===== config.mk =====
export PLATFORM = sky130hd
export DESIGN_NAME = jsc_fifo
export DESIGN_NICKNAME = d
export VERILOG_FILES = /design/src/rtl/jacobi_3d_stencil_sweep_core_defines.svh /design/src/rtl/jsc_fifo.sv
export SDC_FILE = /design/constraint.sdc
export NUM_CORES = 1
export LEC_CHECK = 0
export ABC_AREA = 1
export BUFFER_PORTS_ARGS = -buffer_cell sky130_fd_sc_hd__buf_2
export CORE_AREA = 4 4 88 57
export CTS_BUF_LIST = sky130_fd_sc_hd__clkbuf_8
export DETAILED_ROUTE_END_ITERATION = 6
export DIE_AREA = 0 0 92 61
export GPL_TIMING_DRIVEN = 0
export PLACE_DENSITY = 0.6
export SETUP_SLACK_MARGIN = 0.4
export SLEW_MARGIN = 20
export SYNTH_ARGS = -nofsm -noshare
export SYNTH_HDL_FRONTEND = slang
export SYNTH_SLANG_ARGS = --single-unit

===== constraint.sdc =====
create_clock -name clk -period 1.4 [get_ports clk]
set_input_delay 0.28 -clock clk [delete_from_list [all_inputs] [get_ports clk]]
set_output_delay 0.28 -clock clk [all_outputs]
set_load 0.005 [all_outputs]

===== src/rtl/jacobi_3d_stencil_sweep_core_defines.svh =====
// Assertion macros used by the stencil sweep back end.
// Expects signals named clk and rst_n in the module that uses them.
`ifndef JACOBI_3D_STENCIL_SWEEP_CORE_DEFINES_SVH
`define JACOBI_3D_STENCIL_SWEEP_CORE_DEFINES_SVH

// Same-cycle implication, checked out of reset.
`define JSC_ASSERT_IMPL(lbl, ante, cons, msg) \
  lbl: assert property (@(posedge clk) disable iff (!rst_n) (ante) |-> (cons)) \
    else $error(msg);

// Next-cycle implication, checked out of reset.
`define JSC_ASSERT_NEXT(lbl, ante, cons, msg) \
  lbl: assert property (@(posedge clk) disable iff (!rst_n) (ante) |=> (cons)) \
    else $error(msg);

`endif


===== src/rtl/jsc_fifo.sv =====
// Short register queue between front and back ends.
// No dependencies.
module jsc_fifo #(
  parameter int WIDTH = 8,
  parameter int DEPTH = 4
) (
  input  logic             clk,
  input  logic             rst_n,
  input  logic             push,
  input  logic [WIDTH-1:0] wdata,
  input  logic             pop,
  output logic [WIDTH-1:0] rdata,
  output logic             full,
  output logic             empty
);

  localparam int AW = (DEPTH > 1) ? $clog2(DEPTH) : 1;
  localparam int NW = $clog2(DEPTH + 1);

  logic [WIDTH-1:0] slot_r [DEPTH];
  logic [AW-1:0]    wr_ptr_r, rd_ptr_r;
  logic [NW-1:0]    count_r;

  assign full  = (count_r == NW'(DEPTH));
  assign empty = (count_r == '0);
  assign rdata = slot_r[rd_ptr_r];

  always_ff @(posedge clk) begin
    if (push) begin
      slot_r[wr_ptr_r] <= wdata;
    end
  end

  always_ff @(posedge clk) begin
    if (!rst_n) begin
      wr_ptr_r <= '0;
      rd_ptr_r <= '0;
      count_r  <= '0;
    end else begin
      if (push) begin
        wr_ptr_r <= (wr_ptr_r == AW'(DEPTH - 1)) ? '0 : wr_ptr_r + AW'(1);
      end
      if (pop) begin
        rd_ptr_r <= (rd_ptr_r == AW'(DEPTH - 1)) ? '0 : rd_ptr_r + AW'(1);
      end
      if (push && !pop) begin
        count_r <= count_r + NW'(1);
      end else if (pop && !push) begin
        count_r <= count_r - NW'(1);
      end
    end
  end

endmodule


==> qor.yml <==
clock_tree:
  clk_latency_ps: 280
  clkSinkCount: 41
  h-tree-depth: 2
  path_clk_slew_ps: 70
  ctsHoldBuffers: 0
  cts_tree: "built"
  cts-root-buf: "clkbuf_8"
  cts.path.max_buffers: 2
  numCtsBuffers: 5
power_and_ir_drop:
  p_leak_nw: 0.876
  power.switching_mw: 0.674
  seqPwrFrac: 0.543
  power.share.clock: 0.287
  p_int_mw: 1.98
  powerDensity_nw_per_um2: 1170
  finalPower_mw: 2.66
  p_comb_frac: 0.170
  ir_drop_mv: 0.485
  swShare: 0.254
logic_synthesis:
  ys_seq_area_frac: 0.691
  ys_ff_latch: 41
  syn-cell-area_um2: 1650
  synth_enable_flop_cells: 32
  synth_common_cells: "edfxtp_1, nor2_1, inv_1, o21ai_0, dfxtp_1"
  yosys_warnings: 0
  syn_nets: 154
  synth_top_flop_cell: "edfxtp_1"
  ys_async_sr_fraction: 0
  synth.avg_cell_area_um2: 12.2
  yosys.area.top_type: "edfxtp_1"
  yosysMostFrequentCell: "edfxtp_1"
  ys_types: 19
  netlist.area_leader.share: 0.582
  ys_top_cells_by_area: "edfxtp_1, dfxtp_1, nor2_1"
  postSynthCellCount: 135
detailed_routing:
  vias: 1128
  antenna_left: 0
  wirelength_um: 3580
  drtIter0Drc: 43
  drc_errors: 0
  wire_per_inst_um: 15.5
  via_per_inst: 4.88
  dr.pass1.iters: 4
floorplan:
  dieArea_um2: 5610
  die_h_um: 61
  ios: 22
  die_w_um: 92
  num_rows: 18
  start_util: 0.403
  core_um2: 4100
sta:
  drv_slew: 0
  finalHoldViolCount: 0
  setup_slack_ps: -116
  fmax_mhz: 659
  skew_ps: 4.81
  period_needed_ps: 1520
  timing.slew.headroom: 0.838
  hold_ws_ps: 209
  rsz0062_at_grt: "yes"
  setup_viol: 8
  period_share: 1.08
  worst_slew_pin_slew_ps: 243
job:
  cap_violations: 0
grt:
  overflow: 0
  gr-usage-all-layers: 0.136
  antenna_found_initial: 0
  grt_first_pass_wirelength_um: 5530
  grt_pass1_vias: 1137
  grt_max_degree: 13
placement:
  io_buffers: 21
  dpl.hpwl_um: 2290
  gp_congestion: 0.719
  dp_cells: 216
layout:
  final_nets: 189
  antenna_cells: 0
  drive_gt1_frac: 0.515
  stdcell_count: 231
  area_growth_pct: 37.8
outcome:
  status: "complete, but fails checks"
  violations: "setup timing"
worst_setup_path:
  setup.worst_path.end_class: "output port"
  critPathKind: "flip-flop to output port"
  r2r_start: "count_r[1]"
  cp-start-kind: "flip-flop"
  worstPathArrival_ps: 1240
  worstPathRequired_ps: 1120
  cp_max_fo: 5
min_path:
  worstHoldStart: "wdata[4]"
  hp-class: "input port to flip-flop"
power groups by stage:
stage	clock [mW]	sequential, mW	combinational (mW)
final	0.762	1.44	0.451
after global placement	0	1.45	0.298
after detailed placement	0	1.45	0.318
after CTS	0.786	1.44	0.411
after floorplan	0	1.44	0.191
after global routing	0.849	1.45	0.494
final timing paths:
path / endpoint / slack [ps] / cells after the start
worst max register to register: count_r[2] / 190 / 6
worst min-delay path: slot_r[0][4] / 210 / 1
worst min register to register: flip-flop / 540 / 2
worst max-delay path: rdata[0] / -120 / 5
critical path: stages (launching register included):
cell	delay (ps)
dfxtp_4	380
inv_6	90
buf_8	130
nor2_2	30
o22ai_1	170
buf_2	140
stage by stage:
stage	cell area [um^2]	utilization	worst slack (ps)	TNS (ps)
CTS	2190	0.534	-115	-825
global route	2280	0.555	-173	-1230
detailed placement	1870	0.456	-121	-182
global placement	1870	0.456	-32.0	-58.1
floorplan	1690	-	201	0
finish	2280	0.555	-116	-703
per-layer routing:
metal / global-route usage / vias to the layer above / share of wire
met2: 0.248 / 23 / 0.51
li1: - / 548 / -
met1: 0.152 / 548 / 0.42
met3: 0.0409 / 9 / 0.039
met4: 0.0613 / 0 / 0.024
met5: 0 / - / 0
what timing repair did:
item | in CTS | in global routing
resized for setup | 60 | 23
setup buffers | 5 | 1
setup endpoints to repair | 45 | 47
gates cloned | 1 | 0
pin swaps | 12 | 11
kinds of logic after synthesis:
| logic type | synth area share |
|---|---|
| flip-flops | 0.691 |
| AO/OA/AOI/OAI | 0.102 |
| AND/OR/NAND/NOR | 0.0947 |
| adder cells (fa/ha/maj) | 0.0576 |
| XOR/XNOR | 0.00530 |
| buffers and inverters | 0.0500 |
layout by cell type (no fill, tap or decap), types with 2 or more instances in the layout:
cell	Yosys	routed
edfxtp_1	32	32
nor2_1	22	19
buf_2	0	19
o21ai_1	2	7
o21ai_2	2	7
o22ai_1	8	6
dfxtp_4	0	6
clkbuf_8	0	6
buf_4	0	6
nor2_2	2	5
o21ai_0	15	5
inv_1	15	5
ha_4	0	5
nand2_4	0	4
inv_8	0	4
inv_4	0	3
nor3_2	0	3
buf_8	0	2
o22ai_2	0	2
inv_2	1	2
a21oi_2	0	2
nand2_2	0	2
nand2_1	8	2
dfxtp_1	9	2
buf_6	2	2
sequential cells by signal (all words and copies together), names as in the netlist, named ones only:
signal / count
count_r: 3
rd_ptr_r: 2
slot_r: 32
wr_ptr_r: 2
layout make-up:
cell class                 count  area, um^2
tap                           60        75.1
fill                         340        1820
buffer                         2        30.0
clock inverter                 2        8.76
multi-input combinational     76         606
sequential                    41        1160
timing repair buffer          28         190
inverter                      16         119
clock buffer                   6        82.6
Note: power is estimated with default switching activity, not from simulation.
