**src/rtl/jacobi_3d_stencil_sweep_core_defines.svh**
```systemverilog
// Assertion macros used by the stencil sweep back end.
// Expects signals named clk and rst_n in the module that uses them.
`ifndef JACOBI_3D_STENCIL_SWEEP_CORE_DEFINES_SVH
`define JACOBI_3D_STENCIL_SWEEP_CORE_DEFINES_SVH

// Same-cycle implication, checked out of reset.
`define JSC_ASSERT_IMPL(lbl, ante, cons, msg) \
  lbl: assert property (@(posedge clk) disable iff (!rst_n) (ante) |-> (cons)) \
    else $error(msg);

// Next-cycle implication, checked out of reset.
`define JSC_ASSERT_NEXT(lbl, ante, cons, msg) \
  lbl: assert property (@(posedge clk) disable iff (!rst_n) (ante) |=> (cons)) \
    else $error(msg);

`endif

```
**src/rtl/jsc_pkg.sv**
```systemverilog
// Shared constants and types for the 3-D Jacobi stencil sweep core.
// No dependencies.
package jsc_pkg;

  localparam int MAX_EDGE_DEF = 64;
  localparam int EDGE_RESET   = 64;

  localparam int EDGE_W = 7;
  localparam int VAL_W  = 32;
  localparam int RES_W  = 31;
  localparam int POS_W  = 6;
  localparam int PSUM_W = 34;
  localparam int SUM_W  = 35;

  localparam logic [RES_W-1:0] THRESH_RESET = 31'd1;
  localparam logic [RES_W-1:0] RES_SAT      = 31'h7FFF_FFFF;

  // Configuration port
  localparam int CFG_IW = 1;
  localparam int CFG_DW = 31;
  localparam logic [CFG_IW-1:0] CFG_GRID_EDGE   = 1'b0;
  localparam logic [CFG_IW-1:0] CFG_CONV_THRESH = 1'b1;

  localparam int QUEUE_DEPTH = 4;

  // Divide by three through reciprocals: (2^17+1)/3 and (2^19+1)/3
  localparam logic [16:0] RECIP3_HI = 17'd43691;
  localparam logic [17:0] RECIP3_LO = 18'd174763;

  typedef struct packed {
    logic [POS_W-1:0] plane;
    logic [POS_W-1:0] row;
    logic [POS_W-1:0] col;
    logic             last;
  } tag_t;

  typedef struct packed {
    logic signed [PSUM_W-1:0] sum_a;
    logic signed [PSUM_W-1:0] sum_b;
    logic signed [VAL_W-1:0]  center;
    tag_t                     tag;
  } item_t;

  typedef struct packed {
    logic              restart;
    logic [EDGE_W-1:0] grid_edge;
  } cfg_t;

endpackage

```
**src/rtl/jsc_back.sv**
```systemverilog
// Back end: stencil sum, divide by six, residual tracking and output register.
// Depends on jsc_pkg and the assertion macro header.
`include "jacobi_3d_stencil_sweep_core_defines.svh"

module jsc_back (
  input  logic                              clk,
  input  logic                              rst_n,
  input  logic                              restart,
  input  logic [jsc_pkg::RES_W-1:0]         thresh,
  input  jsc_pkg::item_t                    q_item,
  input  logic                              q_empty,
  output logic                              q_pop,
  output logic                              out_valid,
  input  logic                              out_stall,
  output logic signed [jsc_pkg::VAL_W-1:0]  out_new_value,
  output logic [jsc_pkg::POS_W-1:0]         out_plane_pos,
  output logic [jsc_pkg::POS_W-1:0]         out_row_pos,
  output logic [jsc_pkg::POS_W-1:0]         out_col_pos,
  output logic [jsc_pkg::RES_W-1:0]         out_residual_max,
  output logic                              out_converged,
  output logic                              out_sweep_last
);

  localparam int VW = jsc_pkg::VAL_W;
  localparam int RW = jsc_pkg::RES_W;

  logic adv;

  logic v1_r, v2_r, v3_r, v4_r, v5_r, v6_r, v7_r;
  jsc_pkg::tag_t tag1_r, tag2_r, tag3_r, tag4_r, tag5_r, tag6_r, tag7_r;
  logic signed [VW-1:0] ctr1_r, ctr2_r, ctr3_r, ctr4_r, ctr5_r;

  logic signed [jsc_pkg::SUM_W-1:0] sum1_r, mag2;
  logic        neg2_r, neg3_r, neg4_r;
  logic [32:0] n2_r;
  logic [32:0] prod3, prod3_r;
  logic [15:0] nh3_r;
  logic [16:0] nl3_r;
  logic [15:0] qh, qh4_r;
  logic [1:0]  rh;
  logic [18:0] t4;
  logic [36:0] prod4, prod4_r;
  logic [32:0] q5;
  logic signed [33:0] qs5, nv5;
  logic signed [VW-1:0] nv5_r, nv6_r, nv7_r;
  logic signed [32:0] diff6_r;
  logic [32:0] absd;
  logic [RW-1:0] mag7_r;

  logic [RW-1:0] res;
  logic          conv;
  logic          out_valid_r;
  logic signed [VW-1:0] out_new_value_r;
  logic [jsc_pkg::POS_W-1:0] out_plane_pos_r, out_row_pos_r, out_col_pos_r;
  logic [RW-1:0] out_residual_max_r, run_r;
  logic          out_converged_r, out_sweep_last_r;

  // The whole pipeline moves when the output register can take a beat.
  assign adv   = !out_valid_r || !out_stall;
  assign q_pop = adv && !q_empty;

  assign mag2  = sum1_r[jsc_pkg::SUM_W-1] ? -sum1_r : sum1_r;
  assign prod3 = 33'(n2_r[32:17]) * 33'(jsc_pkg::RECIP3_HI);
  assign qh    = prod3_r[32:17];
  assign rh    = 2'(nh3_r - 16'(qh * 16'd3));
  assign t4    = {rh, nl3_r};
  assign prod4 = 37'(t4) * 37'(jsc_pkg::RECIP3_LO);
  assign q5    = {qh4_r, prod4_r[35:19]};
  assign qs5   = $signed({1'b0, q5});
  assign nv5   = neg4_r ? -qs5 : qs5;
  assign absd  = diff6_r[32] ? 33'(-diff6_r) : 33'(diff6_r);

  always_ff @(posedge clk) begin
    if (!rst_n) begin
      v1_r <= 1'b0;
      v2_r <= 1'b0;
      v3_r <= 1'b0;
      v4_r <= 1'b0;
      v5_r <= 1'b0;
      v6_r <= 1'b0;
      v7_r <= 1'b0;
    end else if (adv) begin
      v1_r <= q_pop;
      v2_r <= v1_r;
      v3_r <= v2_r;
      v4_r <= v3_r;
      v5_r <= v4_r;
      v6_r <= v5_r;
      v7_r <= v6_r;
    end
  end

  always_ff @(posedge clk) begin
    if (adv) begin
      // sum of six taps
      sum1_r  <= jsc_pkg::SUM_W'(q_item.sum_a) + jsc_pkg::SUM_W'(q_item.sum_b);
      ctr1_r  <= q_item.center;
      tag1_r  <= q_item.tag;
      // magnitude, halved: |s|/6 = (|s|/2)/3
      neg2_r  <= sum1_r[jsc_pkg::SUM_W-1];
      n2_r    <= 33'(mag2[jsc_pkg::SUM_W-2:1]);
      ctr2_r  <= ctr1_r;
      tag2_r  <= tag1_r;
      // upper digit divided by three
      prod3_r <= prod3;
      nh3_r   <= n2_r[32:17];
      nl3_r   <= n2_r[16:0];
      neg3_r  <= neg2_r;
      ctr3_r  <= ctr2_r;
      tag3_r  <= tag2_r;
      // remainder joined with lower digit, divided by three
      qh4_r   <= qh;
      prod4_r <= prod4;
      neg4_r  <= neg3_r;
      ctr4_r  <= ctr3_r;
      tag4_r  <= tag3_r;
      // restore sign
      nv5_r   <= VW'(nv5);
      ctr5_r  <= ctr4_r;
      tag5_r  <= tag4_r;
      // change against old value
      diff6_r <= 33'(ctr5_r) - 33'(nv5_r);
      nv6_r   <= nv5_r;
      tag6_r  <= tag5_r;
      // saturate magnitude
      mag7_r  <= (absd[32:31] != 2'b00) ? jsc_pkg::RES_SAT : absd[RW-1:0];
      nv7_r   <= nv6_r;
      tag7_r  <= tag6_r;
    end
  end

  assign res  = (mag7_r > run_r) ? mag7_r : run_r;
  assign conv = tag7_r.last && (mag7_r < thresh) && (run_r < thresh);

  always_ff @(posedge clk) begin
    if (!rst_n) begin
      out_valid_r <= 1'b0;
      run_r       <= '0;
    end else begin
      if (adv) begin
        out_valid_r <= v7_r;
      end
      if (restart) begin
        run_r <= '0;
      end else if (adv && v7_r) begin
        run_r <= tag7_r.last ? '0 : res;
      end
    end
  end

  always_ff @(posedge clk) begin
    if (adv && v7_r) begin
      out_new_value_r    <= nv7_r;
      out_plane_pos_r    <= tag7_r.plane;
      out_row_pos_r      <= tag7_r.row;
      out_col_pos_r      <= tag7_r.col;
      out_residual_max_r <= res;
      out_converged_r    <= conv;
      out_sweep_last_r   <= tag7_r.last;
    end
  end

  assign out_valid        = out_valid_r;
  assign out_new_value    = out_new_value_r;
  assign out_plane_pos    = out_plane_pos_r;
  assign out_row_pos      = out_row_pos_r;
  assign out_col_pos      = out_col_pos_r;
  assign out_residual_max = out_residual_max_r;
  assign out_converged    = out_converged_r;
  assign out_sweep_last   = out_sweep_last_r;

  `JSC_ASSERT_IMPL(a_conv_on_last, out_valid_r && out_converged_r, out_sweep_last_r,
    "converged flagged on a result that is not the end of the sweep")
  `JSC_ASSERT_NEXT(a_max_not_below_run, adv && v7_r, out_residual_max_r >= $past(run_r),
    "reported residual maximum fell below the running maximum")
  `JSC_ASSERT_NEXT(a_run_clears_at_end, adv && v7_r && tag7_r.last, run_r == '0,
    "running maximum not cleared after the final interior cell")

endmodule

```
**config.mk**
```make
export PLATFORM = sky130hd
export DESIGN_NAME = jsc_back
export DESIGN_NICKNAME = d
export VERILOG_FILES = /design/src/rtl/jsc_pkg.sv /design/src/rtl/jsc_back.sv
export VERILOG_INCLUDE_DIRS = /design/src /design/src/rtl
export SDC_FILE = /design/constraint.sdc
export NUM_CORES = 2
export LEC_CHECK = 0
export BUFFER_PORTS_ARGS = -buffer_cell sky130_fd_sc_hd__buf_2
export CELL_PAD_IN_SITES_DETAIL_PLACEMENT = 1
export CELL_PAD_IN_SITES_GLOBAL_PLACEMENT = 1
export CORE_MARGIN = 1.5
export CORE_UTILIZATION = 45
export CTS_BUF_LIST = sky130_fd_sc_hd__clkbuf_16
export DETAILED_ROUTE_END_ITERATION = 10
export MAX_ROUTING_LAYER = met4
export PLACE_DENSITY = 0.81
export SLEW_MARGIN = 20
export SYNTH_ARGS = -nofsm -noshare
export SYNTH_HDL_FRONTEND = slang
export SYNTH_SLANG_ARGS = --single-unit
```
**constraint.sdc**
```tcl
create_clock -name clk -period 22.5 [get_ports clk]
set_input_delay 5.625 -clock clk [delete_from_list [all_inputs] [get_ports clk]]
set_output_delay 5.625 -clock clk [all_outputs]
set_load 0.01 [all_outputs]
```
==> reports/results.ini <==
[yosys]
synth-simple-area-share_pct = 5.344
synth_top_family_by_area = adder cells
synth-async-reset-ratio_pct = 0
ys.flop_type = edfxtp_1
synth_compound_area_share_pct = 7.992
netlist_instances = 2979
synth_seq_cells = 712
synth_fa_ha_area_share_pct = 24.16
synth_nets = 3780
synth_edf_count = 673
ys_seq_area_share_pct = 53.08
synthXorXnorAreaFrac_pct = 4.053
synthesis.area_mm2 = 0.03954
synth_area_per_cell_um2 = 13.27
yosys_warnings = 0
synth_mux_area_share_pct = 0.08227
yosysUniqueCellTypes = 74

[global_routing]
grt_pass1_vias = 25160
track_usage_pct = 18.64
grt_max_degree = 185
grt_antenna_before_repair = 3
grt-ovfl-total = 0
grt_first_pass_wirelength_um = 128400

[sta]
hold_viol = 0
setup_tns_ns = 0
slew-limit-headroom_pct = 30.80
maxSlewViolCount = 0
finClkSkew_ns = 0.02976
period_needed_ns = 12.20
rsz0062_at_grt = no
finalSetupViolations = 0
post-route-period-util_pct = 54.23
fmax_mhz = 81.95
holdWs_ns = 0.4014
max_slew.worst_pin.slew_ns = 1.038

[detailed_routing]
drc = 0
first_iter_violations = 964
drt-pass1-iter-count = 5
routed_via_density = 5.100
vias = 22890
drtAntennaViolNets = 0
wl_per_cell_um = 17.83
finalWirelength_um = 80000

[critical_path]
crit_required_ns = 16.88
cp_max_fo = 10
crit_type = input pin to output port
slowest_stage = and2_1
cp.arrival_ns = 6.58
r2r_slack_ns = 15.85
r2r_cells = 21
cpMostUsedCell = buf_2
path_buf_inv = 2
end_kind = output port
cp_slowest_stage_delay_ns = 0.56
reg2reg_to = prod3_r[30]
startpoint = out_stall
worst-path-stages = 4
crit_family = simple AND/OR/NAND/NOR gates
worst_setup_path_start_kind = input pin
crit_end = q_pop
path_cells = buf_2 -> and2_1 -> nor2_1 -> buf_2
rr_startpoint = n2_r[18]

[floorplan]
die_x_um = 299.4
fp.dieH_um = 299.4
core_mm2 = 0.08689
core.rowCount = 108
dieArea_mm2 = 0.08966
start_util_pct = 45.51
ioPinCount = 240

[job]
timing.max_cap.violations = 0

[placed_design]
gp_congestion = 0.8984
portBuffers = 239
hpwl_um = 61360

[cts]
cts_resized = 0
clock-sinks = 712
cts_setup_buffers = 0
tritoncts = yes
cts-root-buf = clkbuf_16
cts_inserted_buffers = 75
clk_pin_slew_ns = 0.06
ctsHoldBuffers = 0
htreeDepth = 3
clkLatencyLatePin_ns = 0.65
cts.path.max_buffers = 3

[final_layout]
area_growth_pct = 12.99
fin_nets = 4074
layout-drive-gt1-share_pct = 12.82
post-route-util_pct = 51.43

[hold_path]
min_from = n2_r[6]
hold_class = flop to flop

[run_status]
outcome = complete, no violations

through the flow:
stage	instance area (um2)	std cells	setup slack [ns]
after floorplan	39550	2979	6.889
after global placement	42170	4350	10.32
after detailed placement	42170	4350	10.30
after CTS	44660	4485	10.27
after global routing	44680	4487	10.24
final	44680	4488	10.30
layer usage:
layer  track usage, %  share of wire [%]  vias up
met5                -                  0        -
met4            5.339                2.2        0
met3            2.406                3.2      110
met2            33.84                 53      364
met1            21.48                 42    11370
li1                 -                  -    11050
registers in the layout (all words and copies together), names as in the netlist, 17 cells and up:
name / flops
nv7_r: 32
ctr4_r: 32
ctr2_r: 32
tag7_r: 19
tag5_r: 19
out_new_value: 32
tag1_r: 19
tag4_r: 19
ctr5_r: 32
nv5_r: 32
sum1_r: 35
mag7_r: 31
n2_r: 33
nv6_r: 32
nl3_r: 17
ctr3_r: 32
out_residual_max: 31
diff6_r: 33
tag6_r: 19
ctr1_r: 32
tag2_r: 19
prod4_r: 17
tag3_r: 19
run_r: 31
how the worst min path moves through the flow:
stage / to / cells after the start / slack (ns)
floorplan: ctr2_r[0] / 0 / 0.40
global placement: tag7_r[9] / 0 / 0.40
detailed placement: ctr5_r[11] / 0 / 0.41
CTS: nl3_r[6] / 0 / 0.40
global route: ctr2_r[6] / 0 / 0.41
finish: nl3_r[6] / 0 / 0.40
final cells by class:
| type | count | area, um2 |
|---|---|---|
| well taps | 1155 | 1445 |
| fillers | 8927 | 42210 |
| clock inverters | 60 | 620.6 |
| diodes | 2 | 5.005 |
| inverters | 521 | 1972 |
| repair buffers | 247 | 1289 |
| multi-input cells | 1716 | 16480 |
| flip-flops and latches | 712 | 20990 |
| clock buffers | 75 | 1877 |
logic make-up (layout without fill, tap and decap cells):
family                   after synthesis  after routing
multiplexers                           3              3
adder cells (fa/ha/maj)              646            646
buffers and inverters                551            903
AND/OR/NAND/NOR                      406            406
AO/OA/AOI/OAI                        478            478
other                                  0              2
flip-flops                           712            712
XOR/XNOR                             183            183
cell usage in the layout (no fill, tap or decap), types with 22 or more instances in the layout:
master / n
clkbuf_16: 75
a21o_1: 77
xor2_1: 57
dfxtp_1: 39
nor2_1: 68
nand4_1: 22
ha_1: 450
nand2_2: 30
edfxtp_1: 673
a22o_1: 32
nand2_1: 116
fa_1: 196
a21oi_1: 102
inv_1: 526
o31ai_1: 27
xnor2_1: 126
buf_2: 239
nand3_1: 31
o21ai_0: 125
Yosys cell counts, drive strengths merged, types with 8 or more instances:
cell type	count	area, um2
a211oi	10	75.07
a21boi	17	127.6
a21o	77	578.1
a21oi	103	515.5
a22o	32	280.3
a31oi	9	56.30
and2	10	62.56
and3	14	87.58
and4	8	70.07
clkbuf	25	93.84
dfxtp	39	780.8
edfxtp	673	20210
fa	196	3924
ha	450	5630
inv	520	1952
nand2	146	623.1
nand2b	18	120.1
nand3	31	155.2
nand4	22	137.6
nor2	68	255.2
nor2b	22	137.6
nor3	15	86.34
o21a	13	105.1
o21ai	127	639.4
o21bai	9	67.56
o31ai	30	249.0
o41ai	12	112.6
or2	8	50.05
or3	19	128.9
or4	12	97.59
xnor2	126	1104
xor2	57	499.2
Power is left out: the tool's default activity adds up to more than one toggle a clock period on the data nets, which glitch-free logic cannot reach.
